**src/hdl/isc_pkg.sv**
```systemverilog
package isc_pkg;

    typedef enum logic [2:0] {
        KIND_CHAR     = 3'd0,
        KIND_END_INSTR = 3'd1,
        KIND_END_INPUT = 3'd2,
        KIND_QUIT     = 3'd3,
        KIND_MODE     = 3'd4,
        KIND_RESET    = 3'd5
    } t_kind;

    localparam logic [7:0] CH_TOGGLE    = 8'h02;
    localparam logic [7:0] CH_RESET     = 8'h03;
    localparam logic [7:0] CH_NEWLINE   = 8'h0A;
    localparam logic [7:0] CH_EOF       = 8'h1A;
    localparam logic [7:0] CH_SPACE     = 8'h20;
    localparam logic [7:0] CH_QUOTE     = 8'h22;
    localparam logic [7:0] CH_DOLLAR    = 8'h24;
    localparam logic [7:0] CH_SEMICOLON = 8'h3B;
    localparam logic [7:0] CH_BACKSLASH = 8'h5C;
    localparam logic [7:0] CH_PRINT_LO  = 8'h20;
    localparam logic [7:0] CH_PRINT_HI  = 8'h7F;

    localparam logic [2:0] QUIT_LEN  = 3'd6;
    localparam logic [2:0] QUIT_DEAD = 3'd7;

    typedef struct packed {
        t_kind       kind;
        logic [7:0]  out_char;
        logic        mode;
        logic [15:0] line_number;
    } t_result;

    typedef struct packed {
        logic [1:0]   count;
        t_result [2:0] res;
    } t_bundle;

    function automatic logic [7:0] quit_char(input logic [2:0] idx);
        logic [7:0] ch;
        unique case (idx)
            3'd0:    ch = 8'h2A;
            3'd1:    ch = 8'h71;
            3'd2:    ch = 8'h75;
            3'd3:    ch = 8'h69;
            3'd4:    ch = 8'h74;
            3'd5:    ch = 8'h2A;
            default: ch = 8'h00;
        endcase
        return ch;
    endfunction

endpackage

```
**src/hdl/isc_front.sv**
```systemverilog
module isc_front #(
    parameter int BUFFER_CHARS = 256
) (
    input  logic              i_clk,
    input  logic              i_rst_n,
    input  logic              i_accept,
    input  logic              i_cmd,
    input  logic [7:0]        i_char_code,
    output isc_pkg::t_bundle  o_bundle
);

    localparam int CW = $clog2(BUFFER_CHARS + 1);
    localparam logic [CW-1:0] CAP_LIMIT = CW'(BUFFER_CHARS - 3);

    logic          r_mode, n_mode;
    logic          r_str, n_str;
    logic          r_esc, n_esc;
    logic          r_cmt, n_cmt;
    logic          r_psp, n_psp;
    logic          r_psc, n_psc;
    logic [CW-1:0] r_cc, n_cc;
    logic [7:0]    r_last, n_last;
    logic [2:0]    r_qp, n_qp;
    logic [15:0]   r_lines, n_lines;
    logic          r_disc, n_disc;

    always_comb begin
        logic [7:0]           ch;
        logic [1:0]           n;
        isc_pkg::t_result [2:0] res;
        logic                 eof, ignored, lead, quit_hit, drop, rspace, rsemi, sep;

        n_mode  = r_mode;
        n_str   = r_str;
        n_esc   = r_esc;
        n_cmt   = r_cmt;
        n_psp   = r_psp;
        n_psc   = r_psc;
        n_cc    = r_cc;
        n_last  = r_last;
        n_qp    = r_qp;
        n_lines = r_lines;
        n_disc  = r_disc;
        ch       = i_char_code;
        n        = 2'd0;
        res      = '0;
        eof      = 1'b0;
        ignored  = 1'b0;
        lead     = 1'b0;
        quit_hit = 1'b0;
        drop     = 1'b0;
        rspace   = 1'b0;
        rsemi    = 1'b0;
        sep      = 1'b0;

        if (i_cmd) begin
            n_disc = 1'b1;
        end else if (ch == isc_pkg::CH_TOGGLE || ch == isc_pkg::CH_RESET) begin
            n_mode  = (ch == isc_pkg::CH_TOGGLE) ? ~r_mode : 1'b0;
            n_cc    = '0;
            n_lines = '0;
            n_qp    = '0;
            n_disc  = 1'b0;
            n_psp   = 1'b0;
            n_psc   = 1'b0;
            n_str   = 1'b0;
            n_esc   = 1'b0;
            n_cmt   = 1'b0;
            res[0].kind = (ch == isc_pkg::CH_TOGGLE) ? isc_pkg::KIND_MODE : isc_pkg::KIND_RESET;
            res[0].mode = n_mode;
            n = 2'd1;
        end else begin
            eof = (!r_mode && ch == isc_pkg::CH_NEWLINE) || ch == isc_pkg::CH_EOF;
            ignored = (ch < isc_pkg::CH_PRINT_LO && ch != isc_pkg::CH_NEWLINE) ||
                      (ch > isc_pkg::CH_PRINT_HI);
            if (eof) begin
                if (r_cc != '0 && r_last != isc_pkg::CH_SEMICOLON) begin
                    res[n].kind     = isc_pkg::KIND_CHAR;
                    res[n].out_char = isc_pkg::CH_SEMICOLON;
                    res[n].mode     = n_mode;
                    n      = n + 2'd1;
                    n_cc   = n_cc + CW'(1);
                    n_last = isc_pkg::CH_SEMICOLON;
                end
                if ((r_str && ch == isc_pkg::CH_NEWLINE) || n_cc != '0) begin
                    res[n].kind = isc_pkg::KIND_END_INSTR;
                    res[n].mode = n_mode;
                    n     = n + 2'd1;
                    n_str = 1'b0;
                    n_esc = 1'b0;
                end
                n_mode = 1'b0;
                res[n].kind        = isc_pkg::KIND_END_INPUT;
                res[n].mode        = 1'b0;
                res[n].line_number = r_lines;
                n       = n + 2'd1;
                n_cc    = '0;
                n_lines = '0;
                n_qp    = '0;
                n_disc  = 1'b0;
            end else if (!ignored && !r_disc) begin
                lead = (r_qp == 3'd0) && (ch == isc_pkg::CH_SPACE);
                if (ch == isc_pkg::CH_NEWLINE) begin
                    if (r_lines != 16'hFFFF) begin
                        n_lines = r_lines + 16'd1;
                    end
                    n_qp = '0;
                end
                if (!r_mode && !lead && ch != isc_pkg::CH_NEWLINE &&
                    n_qp != isc_pkg::QUIT_DEAD) begin
                    if (n_qp < isc_pkg::QUIT_LEN && ch == isc_pkg::quit_char(n_qp)) begin
                        n_qp = n_qp + 3'd1;
                        quit_hit = (n_qp == isc_pkg::QUIT_LEN);
                    end else begin
                        n_qp = isc_pkg::QUIT_DEAD;
                    end
                end
                if (quit_hit) begin
                    res[0].kind = isc_pkg::KIND_QUIT;
                    res[0].mode = r_mode;
                    n = 2'd1;
                end else begin
                    if (r_str) begin
                        if (ch == isc_pkg::CH_BACKSLASH) begin
                            n_esc = ~r_esc;
                        end else if (ch == isc_pkg::CH_QUOTE) begin
                            n_str = r_esc;
                            n_esc = 1'b0;
                        end else begin
                            n_esc = 1'b0;
                        end
                        n_psp = 1'b0;
                        n_psc = 1'b0;
                    end else if (r_cmt) begin
                        if (ch == isc_pkg::CH_NEWLINE) begin
                            n_cmt = 1'b0;
                        end
                        drop = 1'b1;
                    end else if ((ch == isc_pkg::CH_SPACE || ch == isc_pkg::CH_NEWLINE) &&
                                 r_cc == '0) begin
                        drop = 1'b1;
                    end else begin
                        if (ch == isc_pkg::CH_QUOTE) begin
                            n_str = 1'b1;
                        end else if (ch == isc_pkg::CH_DOLLAR) begin
                            n_cmt = 1'b1;
                            drop  = 1'b1;
                        end else if (ch == isc_pkg::CH_NEWLINE) begin
                            ch = isc_pkg::CH_SPACE;
                        end
                        if (!drop) begin
                            rspace = r_cc != '0 && ch == isc_pkg::CH_SPACE && r_psp;
                            rsemi  = ch == isc_pkg::CH_SEMICOLON && r_psc;
                            n_psp  = ch == isc_pkg::CH_SPACE;
                            n_psc  = ch == isc_pkg::CH_SEMICOLON;
                        end
                    end
                    if (!drop) begin
                        if (r_cc <= CAP_LIMIT && !rspace && !rsemi) begin
                            res[n].kind     = isc_pkg::KIND_CHAR;
                            res[n].out_char = ch;
                            res[n].mode     = r_mode;
                            n      = n + 2'd1;
                            n_cc   = r_cc + CW'(1);
                            n_last = ch;
                        end
                        sep = (!n_str && ch == isc_pkg::CH_SEMICOLON && !rsemi) ||
                              (n_str && ch == isc_pkg::CH_NEWLINE);
                        if (sep) begin
                            res[n].kind = isc_pkg::KIND_END_INSTR;
                            res[n].mode = r_mode;
                            n     = n + 2'd1;
                            n_cc  = '0;
                            n_str = 1'b0;
                            n_esc = 1'b0;
                        end
                    end
                end
            end
        end

        o_bundle.count = n;
        o_bundle.res   = res;
    end

    always_ff @(posedge i_clk) begin
        if (!i_rst_n) begin
            r_mode  <= 1'b0;
            r_str   <= 1'b0;
            r_esc   <= 1'b0;
            r_cmt   <= 1'b0;
            r_psp   <= 1'b0;
            r_psc   <= 1'b0;
            r_cc    <= '0;
            r_last  <= '0;
            r_qp    <= '0;
            r_lines <= '0;
            r_disc  <= 1'b0;
        end else if (i_accept) begin
            r_mode  <= n_mode;
            r_str   <= n_str;
            r_esc   <= n_esc;
            r_cmt   <= n_cmt;
            r_psp   <= n_psp;
            r_psc   <= n_psc;
            r_cc    <= n_cc;
            r_last  <= n_last;
            r_qp    <= n_qp;
            r_lines <= n_lines;
            r_disc  <= n_disc;
        end
    end

endmodule

```
**src/hdl/isc_queue.sv**
```systemverilog
module isc_queue (
    input  logic              i_clk,
    input  logic              i_rst_n,
    input  logic              i_push,
    input  isc_pkg::t_bundle  i_data,
    input  logic              i_pop,
    output isc_pkg::t_bundle  o_data,
    output logic              o_empty,
    output logic              o_full
);

    localparam int DEPTH = 4;
    localparam int AW    = $clog2(DEPTH);

    isc_pkg::t_bundle r_mem [DEPTH];
    logic [AW-1:0]    r_wr, r_rd;
    logic [AW:0]      r_cnt;

    assign o_data  = r_mem[r_rd];
    assign o_empty = (r_cnt == '0);
    assign o_full  = (r_cnt == (AW+1)'(DEPTH));

    always_ff @(posedge i_clk) begin
        if (i_push) begin
            r_mem[r_wr] <= i_data;
        end
    end

    always_ff @(posedge i_clk) begin
        if (!i_rst_n) begin
            r_wr  <= '0;
            r_rd  <= '0;
            r_cnt <= '0;
        end else begin
            if (i_push) begin
                r_wr <= r_wr + AW'(1);
            end
            if (i_pop) begin
                r_rd <= r_rd + AW'(1);
            end
            if (i_push && !i_pop) begin
                r_cnt <= r_cnt + (AW+1)'(1);
            end else if (!i_push && i_pop) begin
                r_cnt <= r_cnt - (AW+1)'(1);
            end
        end
    end

endmodule

```
**src/hdl/isc_back.sv**
```systemverilog
module isc_back (
    input  logic              i_clk,
    input  logic              i_rst_n,
    input  isc_pkg::t_bundle  i_bundle,
    input  logic              i_empty,
    output logic              o_pop,
    input  logic              i_ready,
    output logic              o_valid,
    output isc_pkg::t_result  o_result,
    output logic              o_last
);

    logic             r_valid;
    isc_pkg::t_result r_result;
    logic             r_last;
    logic [1:0]       r_idx;
    logic             load, final_one;

    assign load      = !i_empty && (!r_valid || i_ready);
    assign final_one = (r_idx == i_bundle.count - 2'd1);
    assign o_pop     = load && final_one;

    assign o_valid  = r_valid;
    assign o_result = r_result;
    assign o_last   = r_last;

    always_ff @(posedge i_clk) begin
        if (load) begin
            r_result <= i_bundle.res[r_idx];
            r_last   <= final_one;
        end
    end

    always_ff @(posedge i_clk) begin
        if (!i_rst_n) begin
            r_valid <= 1'b0;
            r_idx   <= '0;
        end else begin
            if (load) begin
                r_valid <= 1'b1;
                r_idx   <= final_one ? 2'd0 : r_idx + 2'd1;
            end else if (i_ready) begin
                r_valid <= 1'b0;
            end
        end
    end

endmodule

```
**src/hdl/instruction_stream_cleaner.sv**
```systemverilog
// A byte's results pass through the result queue and the output register to the master side.
// Throughput: one byte per cycle on the slave side while the queue is not full; results
// leave one per cycle while the master is ready, so a byte's results go out in turn.
// A four-entry result queue between the classifier and the output stage absorbs bursts.
// Reset is synchronous and active low; it returns the block to immediate mode with an empty
// instruction and an empty queue.
module instruction_stream_cleaner #(
    parameter int BUFFER_CHARS = 256
) (
    input  logic        i_clk,
    input  logic        i_rst_n,
    input  logic        s_axis_tvalid,
    output logic        s_axis_tready,
    input  logic [7:0]  s_axis_tdata,  // [7:0] char_code
    input  logic        s_axis_tuser,  // [0] cmd
    output logic        m_axis_tvalid,
    input  logic        m_axis_tready,
    output logic [31:0] m_axis_tdata,  // [7:0] out_char, [8] mode, [24:9] line_number
    output logic [2:0]  m_axis_tuser,  // [2:0] kind
    output logic        m_axis_tlast
);

    isc_pkg::t_bundle front_bundle, queue_head;
    isc_pkg::t_result result;
    logic             accept, q_empty, q_full, q_pop;

    assign s_axis_tready = !q_full;
    assign accept        = s_axis_tvalid && !q_full;

    isc_front #(
        .BUFFER_CHARS(BUFFER_CHARS)
    ) u_front (
        .i_clk      (i_clk),
        .i_rst_n    (i_rst_n),
        .i_accept   (accept),
        .i_cmd      (s_axis_tuser),
        .i_char_code(s_axis_tdata),
        .o_bundle   (front_bundle)
    );

    isc_queue u_queue (
        .i_clk  (i_clk),
        .i_rst_n(i_rst_n),
        .i_push (accept && front_bundle.count != 2'd0),
        .i_data (front_bundle),
        .i_pop  (q_pop),
        .o_data (queue_head),
        .o_empty(q_empty),
        .o_full (q_full)
    );

    isc_back u_back (
        .i_clk   (i_clk),
        .i_rst_n (i_rst_n),
        .i_bundle(queue_head),
        .i_empty (q_empty),
        .o_pop   (q_pop),
        .i_ready (m_axis_tready),
        .o_valid (m_axis_tvalid),
        .o_result(result),
        .o_last  (m_axis_tlast)
    );

    assign m_axis_tdata = {7'd0, result.line_number, result.mode, result.out_char};
    assign m_axis_tuser = result.kind;

endmodule
```
**config.mk**
```make
export PLATFORM = sky130hd
export DESIGN_NAME = instruction_stream_cleaner
export DESIGN_NICKNAME = d
export VERILOG_FILES = /design/src/hdl/isc_pkg.sv /design/src/hdl/isc_front.sv /design/src/hdl/isc_queue.sv /design/src/hdl/isc_back.sv /design/src/hdl/instruction_stream_cleaner.sv
export SDC_FILE = /design/constraint.sdc
export NUM_CORES = 1
export LEC_CHECK = 0
export ABC_AREA = 1
export BUFFER_PORTS_ARGS = -buffer_cell sky130_fd_sc_hd__buf_2
export CORE_MARGIN = 5
export CORE_UTILIZATION = 63
export DETAILED_ROUTE_END_ITERATION = 8
export PLACE_DENSITY = 0.8
export SYNTH_ARGS = -nofsm -noshare
export SYNTH_HDL_FRONTEND = slang
export SYNTH_HIERARCHICAL = 1
export SYNTH_SLANG_ARGS = --single-unit
```
**constraint.sdc**
```tcl
create_clock -name i_clk -period 6.62 [get_ports i_clk]
set_clock_uncertainty 0.1 [all_clocks]
set_input_delay 0 -clock i_clk [delete_from_list [all_inputs] [get_ports i_clk]]
set_output_delay 0 -clock i_clk [all_outputs]
set_load 0.01 [all_outputs]
```
**Word level (Yosys, flattened, before mapping)**

Memory sizes are Yosys's and may differ from the RTL's. A register that Yosys moved wholly into a read port is not among the register bits.
Cells that the tools add are included.

- Register bits: 82
- Bits in writable memories: 344
- Output and inout port bits: 38
- Word-level logic and storage cells: 400
- Memories: 1

- $add $sub $neg: 12
- Order comparisons: 11
- Equal/unequal tests: 37
- Muxes and demuxes: 239
- Bitwise logic cells: 4
- Reduce and logical (&&, ||, !) cells: 75

Memory list:

| memory | words | bits a word | rd ports | clocked after Yosys merged registers in | write ports | line | source |
|---|---|---|---|---|---|---|---|
| u_queue.r_mem | 4 | 86 | 1 | 1 | 1 | isc_queue.sv:15 | `isc_pkg::t_bundle r_mem [DEPTH];` |

Operators by type and width:

| operator | number |
|---|---|
| $mux W84 | 9 |
| $bwmux W84 | 7 |
| $demux W28 S2 | 7 |
| $mux W8 | 32 |
| $mux W16 | 8 |
| $mux W28 | 4 |
| $mux W56 | 2 |
| $mux W12 | 9 |
| $mux W9 | 12 |
| $mux W1 | 106 |
| $bmux W28 S2 | 1 |
| $mux W17 | 3 |
| $eq A8 B6 Y1 const B | 6 |
| $mux W2 | 23 |
| $mux W3 | 14 |
| $pmux W7 S5 | 1 |
| $logic_and A1 B1 Y1 | 28 |
| $reduce_bool A9 Y1 | 2 |
| $add A16 B1 Y16 const B | 1 |
| $eq A8 B2 Y1 const B | 2 |
| $eq A8 B4 Y1 const B | 2 |
| $ne A16 B16 Y1 const B | 1 |
| $reduce_and A8 Y1 | 2 |
| $reduce_bool A2 Y1 | 7 |
| 38 further kinds | 89 |

**Logic depth before layout (Yosys ltp)**

Gate-level depths: netlist of run 1.

- Depth after elaboration: 66
- Mapped depth: 32
- Depth with buffers taken out: 30

**Cells and area by module**

Netlist of run 1, hierarchy kept.

Modules (own cells, without submodules):

| module | instances | cells an instance | area each (um^2) | sequential area each (um^2) |
|---|---|---|---|---|
| isc_queue | 1 | 889 | 13165.1 | 10510.1 |
| isc_front | 1 | 659 | 3970.1 | 860.8 |
| isc_back | 1 | 189 | 1709.1 | 930.9 |
| instruction_stream_cleaner | 1 | 13 | 80.1 | 0.0 |

**Worst setup path before layout of run 1**

No wires, ideal clock.

- Path kind: register to register
- From: register u_front.r_cc[0]
- To: memory u_queue/r_mem[0][0] (netlist bit) (enable)
- Library setup time: 0.440 ns
- Data arrival time: 4.140 ns
- Required time: 6.080 ns
- Slack: 1.940 ns
- Stages on the path, launching flop included: 21
- Clock period less this slack: 4.680 ns
- Cell sequence: dfxtp_1 -> inv_1 -> ha_1 -> inv_1 -> nor2_1 -> nand2_1 -> nor3_1 -> nand2_2 -> nand2_1 -> nand2_1 -> nand2_1 -> nand3_1 -> nor2_1 -> nand2_1 -> ha_1 -> a31oi_1 -> a21oi_1 -> nor2_1 -> nor2_2 -> nand2_1 -> inv_1

RTL lines:

| what | line | source |
|---|---|---|
| start, declared | isc_front.sv:21 | `logic [CW-1:0] r_cc, n_cc;` |
| start signal, assigned | isc_front.sv:206 | `r_cc <= n_cc;` |
| end, declared | isc_queue.sv:15 |  |

==> results.md, run 1 <==
- Row count: 63
- Vias in the first global route: 13,270
- Asr flop ratio synth: 0%
- Residual DRC count: 0
- Largest net degree at the start of global routing: 107
- WP data arrival: 4780 ps
- Placed inst area: 19,160 sq um
- Antenna violations before repair: 0
- Worst ir drop on vdd: 0.2230 mV
- Buf+Inv Stages, Crit Path: 7
- Total Neg Setup Slack: 0 ps
- Skew-Pair Late Insertion Delay: 530 ps
- Clk sink count: 428
- Flop and latch count out of synthesis: 428
- Area growth, synth to finish: 8.880%
- Placer Congestion: 0.8945
- Worst-path maximum fanout: 38
- Fillers: 2,120
- Post-layout net count: 1,825
- CTS buffer count: 42
- H-tree Lvls: 2
- CTS tree: done
- Syn Area/Cell: 10.81 sq um
- Grt ovf: 0
- Crit path launch type: input port
- Final worst-path cycle share: 70.95%
- Critical Path End Type: register
- 1st-pass router iterations: 5
- Final ANT Viol Nets: 0
- Core Area: 29,640 sq um
- DRT Wirelength: 45,130 um
- GRT Resource Usage Total: 26.63%
- Top cells by area, synth: edfxtp_1 59%, nor2_1 6.5%, dfxtp_1 5.8%
- Unrepaired setup endpoints after global routing: no
- Min Hold Slack: 70.94 ps
- Reg-to-reg startpoint: u_front/r_cc[0]
- Fmax: 212.9 MHz
- Count of final setup violators: 0
- Critical path class: input port to register
- Max Slew Vio Count: 0
- Max-cap violation count: 0
- P_leak: 7.740 nW
- Mapped cell area: 18,920 sq um
- Crit path time final: 4697 ps
- Die area: 33,600 sq um
- Outcome: finished, final reports clean
- DR iter-0 viols: 1,907
- Yosys top cell area share: 59.19%
- Critical Path RT: 6710 ps
- PostCTS Resize Cnt: 0
- Slowest cell on crit path: clkinv_2
- Endpoints failing hold: 0
- Worst setup margin: 1923 ps
- PortBufs: 43
- Register area: 12,310 sq um
- Layout cell share with drive strength beyond 1: 10.05%
- Worst-margin pin slew: 1166 ps
- Max-slew headroom: 21.57%
- Commonest non-fill, non-tap cell in the layout: edfxtp_1
- Dominant synthesized flop cell: edfxtp_1
- CP startpoint: s_axis_tdata[2]
- Total power: 7.109 mW
- HP Class: input port to register
- HPWL after detailed placement: 26,660 um
- Most frequent cells in the layout: 373 x edfxtp_1, 326 x nor2_1, 204 x o21ai_0
- Worst-path clk slew: 60 ps
- Sequential fraction of the synthesis area: 65.00%
- CP peak stage delay: 560 ps
- Initial Utilization: 63.85%
- EDFF count, synth: 373
- Hold Path Origin: s_axis_tdata[5]
- Clock buffer depth: 3
- # diodes: 0
- I/O pin cnt: 51
- Drt wl/cell: 20.42 um
- First-pass GRT wire length: 70,870 um
- Cell Count Post-Placement: 2,118
- Finished Layout Cells: 2,210
- DR vias: 13,540
- Vias per cell: 6.129
- Multi-input gate area: 5474 sq um
- Root Driver: clkbuf_16
- Cell taking the most area after synthesis: edfxtp_1
- Die extent in x: 183.3 um
- Netlist cell types: 49
- PwrDens: 345.0 nW/um^2
- Post-layout util: 69.52%
- Cell Chain, Critical Path: dlygate4sd3_1 -> buf_2 -> inv_2 -> nand2_2 -> nor2_2 -> nand2_2 -> inv_4 -> nor2_1 -> inv_1 -> ha_1 -> nand3_2 -> nand3_1 -> o21ai_0 -> nand2_1 -> nor2_4 -> nand4_1 -> a21oi_1 -> nor2_1 -> nor2_2 -> nand2_1 -> clkinv_2 -> buf_4
- Post-Synthesis Cells: 1,750
- Warnings, synthesis: 6
- Top delay family on crit path: buffers and inverters
- Post-route cell area: 20,600 sq um
- Pre-CTS setup slack: 1991 ps
- Die Ht: 183.3 um
-- where the power goes --
group,leakage [nW],switching [mW],internal (mW),total [mW]
Clock,0.634,0.955,1.27,2.23
Sequential,4.15,0.0928,3.15,3.24
Combinational,2.96,1.17,0.467,1.64
Total,7.74,2.22,4.89,7.11
-- worst reg2reg max path: stages (launching register included) --
cell,delay (ps)
dfxtp_1,360
inv_1,120
ha_1,160
inv_1,40
nor2_1,80
nand2_1,50
nor3_1,290
nand2_2,130
nand2_1,120
nand2_1,60
nand2_1,100
nand3_1,80
nor2_1,140
nand2_1,110
ha_1,300
a31oi_1,90
a21oi_1,390
nor2_1,110
nor2_2,240
nand2_1,100
clkinv_2,560
buf_4,510
-- registers in the layout, indices dropped and copies added, names as in the netlist, 2 cells and up, named ones only --
name / cells
u_queue/r_mem: 344
u_back/o_result: 28
u_front/r_lines: 16
u_front/r_cc: 9
u_front/r_last: 8
u_front/r_qp: 3
u_queue/r_cnt: 3
u_back/r_idx: 2
u_queue/r_rd: 2
u_queue/r_wr: 2
-- final cells by class --
cell class,instances,area share (%)
well taps,390,2.368
flip-flops and latches,428,59.73
multi-input cells,1105,26.57
repair buffers,76,2.563
inverters,135,2.544
clock buffers,52,5.386
clock inverters,24,0.8441
-- synthesized netlist by cell type, types with 26 or more instances --
library cell	number
nand2_1	144
buf_4	36
o21ai_1	52
inv_1	113
dfxtp_1	55
nand4_1	26
a21oi_1	42
o21ai_0	204
nand3_1	76
edfxtp_1	373
nor2_1	326
o22ai_1	86
-- kinds of logic (layout without fill, tap and decap cells) --
| kind of cell | Yosys count | in the layout | share of synthesized area [%] |
|---|---|---|---|
| AOI/OAI and AO/OA | 408 | 408 | 11.72 |
| buffers and inverters | 243 | 287 | 6.585 |
| and+or+nand+nor | 641 | 641 | 14.84 |
| xor gates and xnor gates | 4 | 4 | 0.1851 |
| adders and majority gates | 24 | 24 | 1.626 |
| DFF | 428 | 428 | 65.00 |
| other | 2 | 28 | 0.03968 |
-- routing by layer --
layer | vias up | GRT usage (%) | share of wire (%) | wire (um)
met1 | 6504 | 36.65 | 40 | 17900
li1 | 6208 | - | - | -
met5 | - | 0 | 0 | 0
met3 | 113 | 3.233 | 8.6 | 3901
met4 | 0 | 9.714 | 3.2 | 1450
met2 | 719 | 44.32 | 48 | 21880
-- path summary, 6_finish.rpt --
check                           slack (ps)                    to  cells after the start
worst max register to register        2050  u_queue/r_mem[2][67]                     21
worst min-delay path                    70       u_front/r_qp[0]                      7
worst min register to register         330              register                      1
worst max-delay path                  1920  u_queue/r_mem[2][67]                     22
-- repair_timing --
action / 4_1_cts / 5_1_grt
hold buffers: 16 / 0
hold endpoints to repair: 57 / 0
buffers inserted: 0 / 0
Note: power is estimated with default switching activity, not from simulation.
==> run 2, diff against run 1 <==
Settings changed: CORE_UTILIZATION 63 to 57, PLACE_DENSITY 0.8 to 0.77.
Clock period 6.62 ns to 4.2 ns, I/O delays scaled along.
==> results.md, run 2 (synthesis results as in run 1) <==
- Layout cell share with drive strength beyond 1: 10.98%
- Total Neg Setup Slack: 0 ps
- Pre-CTS setup slack: 253.9 ps
- Slowest cell on crit path: dlygate4sd3_1
- Critical Path RT: 4530 ps
- Largest net degree at the start of global routing: 105
- Die Ht: 192.2 um
- Post-layout util: 64.27%
- Initial Utilization: 58.02%
- Worst ir drop on vdd: 0.3712 mV
- Core Area: 32,620 sq um
- Worst setup margin: 411.8 ps
- HPWL after detailed placement: 25,600 um
- Commonest non-fill, non-tap cell in the layout: edfxtp_1
- HP Class: register to register
- DRT Wirelength: 43,860 um
- Endpoints failing hold: 0
- Crit path time final: 3788 ps
- DR iter-0 viols: 1,498
- Max-cap violation count: 0
- Outcome: finished, final reports clean
- Worst-path clk slew: 60 ps
- Final worst-path cycle share: 90.19%
- Post-layout net count: 1,844
- Critical Path End Type: register
- Root Driver: clkbuf_16
- CTS buffer count: 43
- Max FFs per register: 344
- Top delay family on crit path: simple AND/OR/NAND/NOR gates
- Post-route cell area: 20,960 sq um
- Unrepaired setup endpoints after global routing: no
- WP data arrival: 4120 ps
- Skew-Pair Late Insertion Delay: 530 ps
- GRT Resource Usage Total: 23.60%
- 1st-pass router iterations: 6
- Drt wl/cell: 19.22 um
- Residual DRC count: 0
- PortBufs: 43
- Setup Fix Bufs, Post-CTS: 0
- Worst-path maximum fanout: 7
- Grt ovf: 0
- CP peak stage delay: 530 ps
- Vias per cell: 5.855
- Total power: 11.27 mW
- Max Slew Vio Count: 0
- First-pass GRT wire length: 68,800 um
- Placed inst area: 19,460 sq um
- Most frequent cells in the layout: 373 x edfxtp_1, 326 x nor2_1, 204 x o21ai_0
- Crit path launch type: input port
- Max-slew headroom: 31.90%
- Worst-margin pin slew: 1022 ps
- CTS tree: done
- Clock buffer depth: 3
- Final ANT Viol Nets: 0
- Area growth, synth to finish: 10.78%
- P_leak: 7.836 nW
- I/O pin cnt: 51
- Count of final setup violators: 0
- Biggest register: u_queue/r_mem
- Fmax: 264.0 MHz
- H-tree Lvls: 2
- DR vias: 13,360
- PwrDens: 537.6 nW/um^2
- # diodes: 0
- Clk sink count: 428
- Buf+Inv Stages, Crit Path: 7
- Finished Layout Cells: 2,282
- Critical path class: input port to register
- Row count: 66
- Cell Count Post-Placement: 2,188
- Die area: 36,940 sq um
- Die extent in x: 192.2 um
- Min Hold Slack: 344.5 ps
- Vias in the first global route: 13,100
- Placer Congestion: 0.8934
- Antenna violations before repair: 0
-- run 2: cell count changes in the layout (fill, tap and decap cells not counted), sizes merged --
cell / delta
buf: +18
clkbuf: +18
clkinv: -18
clkinvlp: +4
bufinv: -1
inv: -1
-- run 2: cell type report --
type                       instances  area [sq um]
inverter                         135         534.3
tap                              442         553.0
fill                            2476         11650
timing repair buffer              94         750.7
clock inverter                     8         68.82
multi-input combinational       1105          5483
sequential                       428         12310
clock buffer                      70          1267
-- run 2: repair_timing --
action / 4_1_cts / 5_1_grt
hold buffers: 16 / 0
resized for setup: 0 / 2
endpoints found under the setup margin: 0 / 195
hold endpoints to repair: 43 / 0
-- run 2: where the power goes --
part / leakage, nW / switching, mW / internal (mW)
Combinational: 3.04 / 1.85 / 0.750
Sequential: 4.15 / 0.101 / 4.96
Clock: 0.650 / 1.49 / 2.12
Total: 7.84 / 3.44 / 7.83
-- run 2: final timing paths --
path	startpoint	end	slack, ps	depth (start not counted)
max	s_axis_tdata[6]	u_queue/r_cnt[2]	410	28
min	u_queue/r_rd[1]	register	340	1
max reg2reg	u_front/r_cc[0]	u_queue/r_cnt[2]	440	28
min reg2reg	u_queue/r_rd[1]	register	340	1
-- run 2: routing by layer --
layer / track usage, % / vias to the layer above / share of wire, %
met5: 0 / - / 0
met4: 7.296 / 0 / 2.6
met3: 3.453 / 98 / 7.6
met2: 39.37 / 596 / 49
met1: 32.41 / 6409 / 41
li1: - / 6257 / -
==> run 3, diff against run 2 <==
Settings changed: ABC_AREA 1 to unset, CORE_UTILIZATION 57 to 59, CTS_BUF_LIST set to sky130_fd_sc_hd__clkbuf_8, PLACE_DENSITY 0.77 to 0.79.
==> results.md, run 3 <==
- Outcome: finished, violations left
- Failing checks: negative hold slack
- Vias per cell: 6.029
- GRT Resource Usage Total: 21.55%
- Die area: 34,970 sq um
- Clk sink count: 428
- EDFF count, synth: 373
- Max-cap violation count: 0
- Critical path class: input port to register
- Warnings, synthesis: 6
- Worst-path maximum fanout: 6
- Crit path launch type: input port
- Worst-path clk slew: 60 ps
- Worst ir drop on vdd: 0.3209 mV
- CTS buffer count: 67
- Commonest non-fill, non-tap cell in the layout: edfxtp_1
- First-pass GRT wire length: 59,420 um
- I/O pin cnt: 51
- Commonest cells post-synth: 373 x edfxtp_1, 86 x mux4_2, 82 x nand2_1
- Most common cell in the netlist: edfxtp_1
- Endpoints failing hold: 1
- Post-layout net count: 1,377
- H-tree Lvls: 3
- Max FFs per register: 344
- Biggest register: u_queue/r_mem
- Min Hold Slack: -21.17 ps
- Dominant synthesized flop cell: edfxtp_1
- HPWL after detailed placement: 22,820 um
- Netlist cell types: 78
- P_leak: 7.589 nW
- Critical Path RT: 4600 ps
- PortBufs: 43
- DR vias: 10,760
- Antenna violations before repair: 1
- Worst-margin pin slew: 879.7 ps
- Mapped cell area: 18,480 sq um
- Drt wl/cell: 21.36 um
- Fmax: 243.9 MHz
- Flop and latch count out of synthesis: 428
- Final ANT Viol Nets: 0
- Most frequent cells in the layout: 373 x edfxtp_1, 86 x mux4_2, 80 x nand2_1
- Placer Congestion: 0.8871
- Core Area: 30,750 sq um
- Root Driver: clkbuf_8
- Placed inst area: 19,600 sq um
- Initial Utilization: 60.11%
- Yosys top cell area share: 60.60%
- Count of final setup violators: 0
- Post-route cell area: 21,360 sq um
- Syn Area/Cell: 15.62 sq um
- Asr flop ratio synth: 0%
- Max Slew Vio Count: 0
- WP data arrival: 4500 ps
- Clock buffer depth: 3
- Skew-Pair Late Insertion Delay: 580 ps
- Die Ht: 187 um
- Critical Path End Type: register
- Sequential fraction of the synthesis area: 66.55%
- Layout cell share with drive strength beyond 1: 27.18%
- 1st-pass router iterations: 5
- Top cells by area, synth: edfxtp_1 61%, mux4_2 10%, dfxtp_1 6.0%
- Residual DRC count: 0
- Crit path time final: 4099 ps
- Row count: 64
- DRT Wirelength: 38,110 um
- Area growth, synth to finish: 15.56%
- Cell taking the most area after synthesis: edfxtp_1
- PwrDens: 469.3 nW/um^2
- Final worst-path cycle share: 97.60%
- Max-slew headroom: 41.36%
- Vias in the first global route: 10,950
- CTS tree: done
- Grt ovf: 0
- Post-Synthesis Cells: 1,183
- DR iter-0 viols: 869
- Die extent in x: 187 um
- HP Class: input port to register
- R2R setup slack: 150 ps
- Largest net degree at the start of global routing: 49
==> run 3: through the flow <==
stage | utilization [%] | setup WS, ps | std cells | total power [mW] | TNS, ps
after floorplan | - | -524.3 | 1209 | 6.339 | -169850
final | 69.47 | 100.7 | 1784 | 10.02 | 0
after CTS | 68.51 | 6.283 | 1768 | 10.10 | 0
after global placement | 63.73 | -212.5 | 1630 | 6.777 | -4830
after global routing | 69.46 | -30.56 | 1783 | 10.49 | -30.56
after detailed placement | 63.73 | -302.9 | 1630 | 6.816 | -43600
==> run 3: cell type report <==
| type | instances | area [sq um] |
|---|---|---|
| Sequential cell | 428 | 12320 |
| Tap cell | 396 | 495.5 |
| Timing Repair Buffer | 158 | 1344 |
| Inverter | 28 | 110.1 |
| Fill cell | 1943 | 9389 |
| Multi-Input combinational cell | 657 | 5836 |
| Clock inverter | 47 | 299.0 |
| Antenna cell | 1 | 2.502 |
| Clock buffer | 69 | 949.7 |
==> run 3: per-layer routing <==
layer | wire (um) | up-vias | part of all wire, % | global-route usage, %
li1 | - | 4859 | - | -
met1 | 15310 | 5384 | 40 | 28.73
met2 | 19370 | 443 | 51 | 36.13
met3 | 2652 | 70 | 7.0 | 4.554
met4 | 777 | 0 | 2.0 | 6.797
met5 | 0 | - | 0 | 0
==> run 3: power by group <==
part | total (mW) | switching (mW) | internal, mW
registers | 5.03 | 0.111 | 4.92
logic | 1.72 | 0.932 | 0.792
clock network | 3.27 | 1.55 | 1.72
==> run 3: final timing paths <==
| kind | start | end | cells after the start |
|---|---|---|---|
| max | s_axis_tdata[2] | u_queue/r_cnt[2] | 22 |
| min | s_axis_tdata[0] | u_front/r_mode | 5 |
| max reg2reg | u_front/r_qp[0] | u_queue/r_cnt[2] | 19 |
| min reg2reg | u_front/r_last[7] | u_front/r_last[7] | 2 |
==> run 3: kinds of logic (layout without fill, tap and decap cells) <==
group / after synthesis / in the layout / synth area share, %
mux: 126 / 126 / 12.66
compound gates: 145 / 145 / 5.192
simple gates: 312 / 312 / 9.017
xor+xnor: 22 / 22 / 1.042
other cells: 2 / 29 / 0.04063
buf+inv: 124 / 302 / 3.825
flops: 428 / 428 / 66.55
fa+ha+maj: 24 / 24 / 1.665
==> run 3: what timing repair did <==
item                                    CTS  global route
endpoints found under the setup margin    0             4
setup buffers                             0            15
hold buffers                             22             0
resized for setup                         0            53
endpoints found under the hold margin    56             0
==> run 3: critical path: stages <==
cell      delay (ps)
buf_2            100
or4b_4           530
or4_4            480
nand2_4          110
inv_4             50
ha_4             170
ha_4             190
nor2_1           100
o311ai_0         250
o31a_1           220
o41ai_4          270
nand4_2          150
a21oi_2          150
nor2_1            60
a211oi_2         250
o21a_2           220
ha_4             140
inv_2             30
fa_2             350
xor2_2           190
or3_1            360
a21boi_1         140
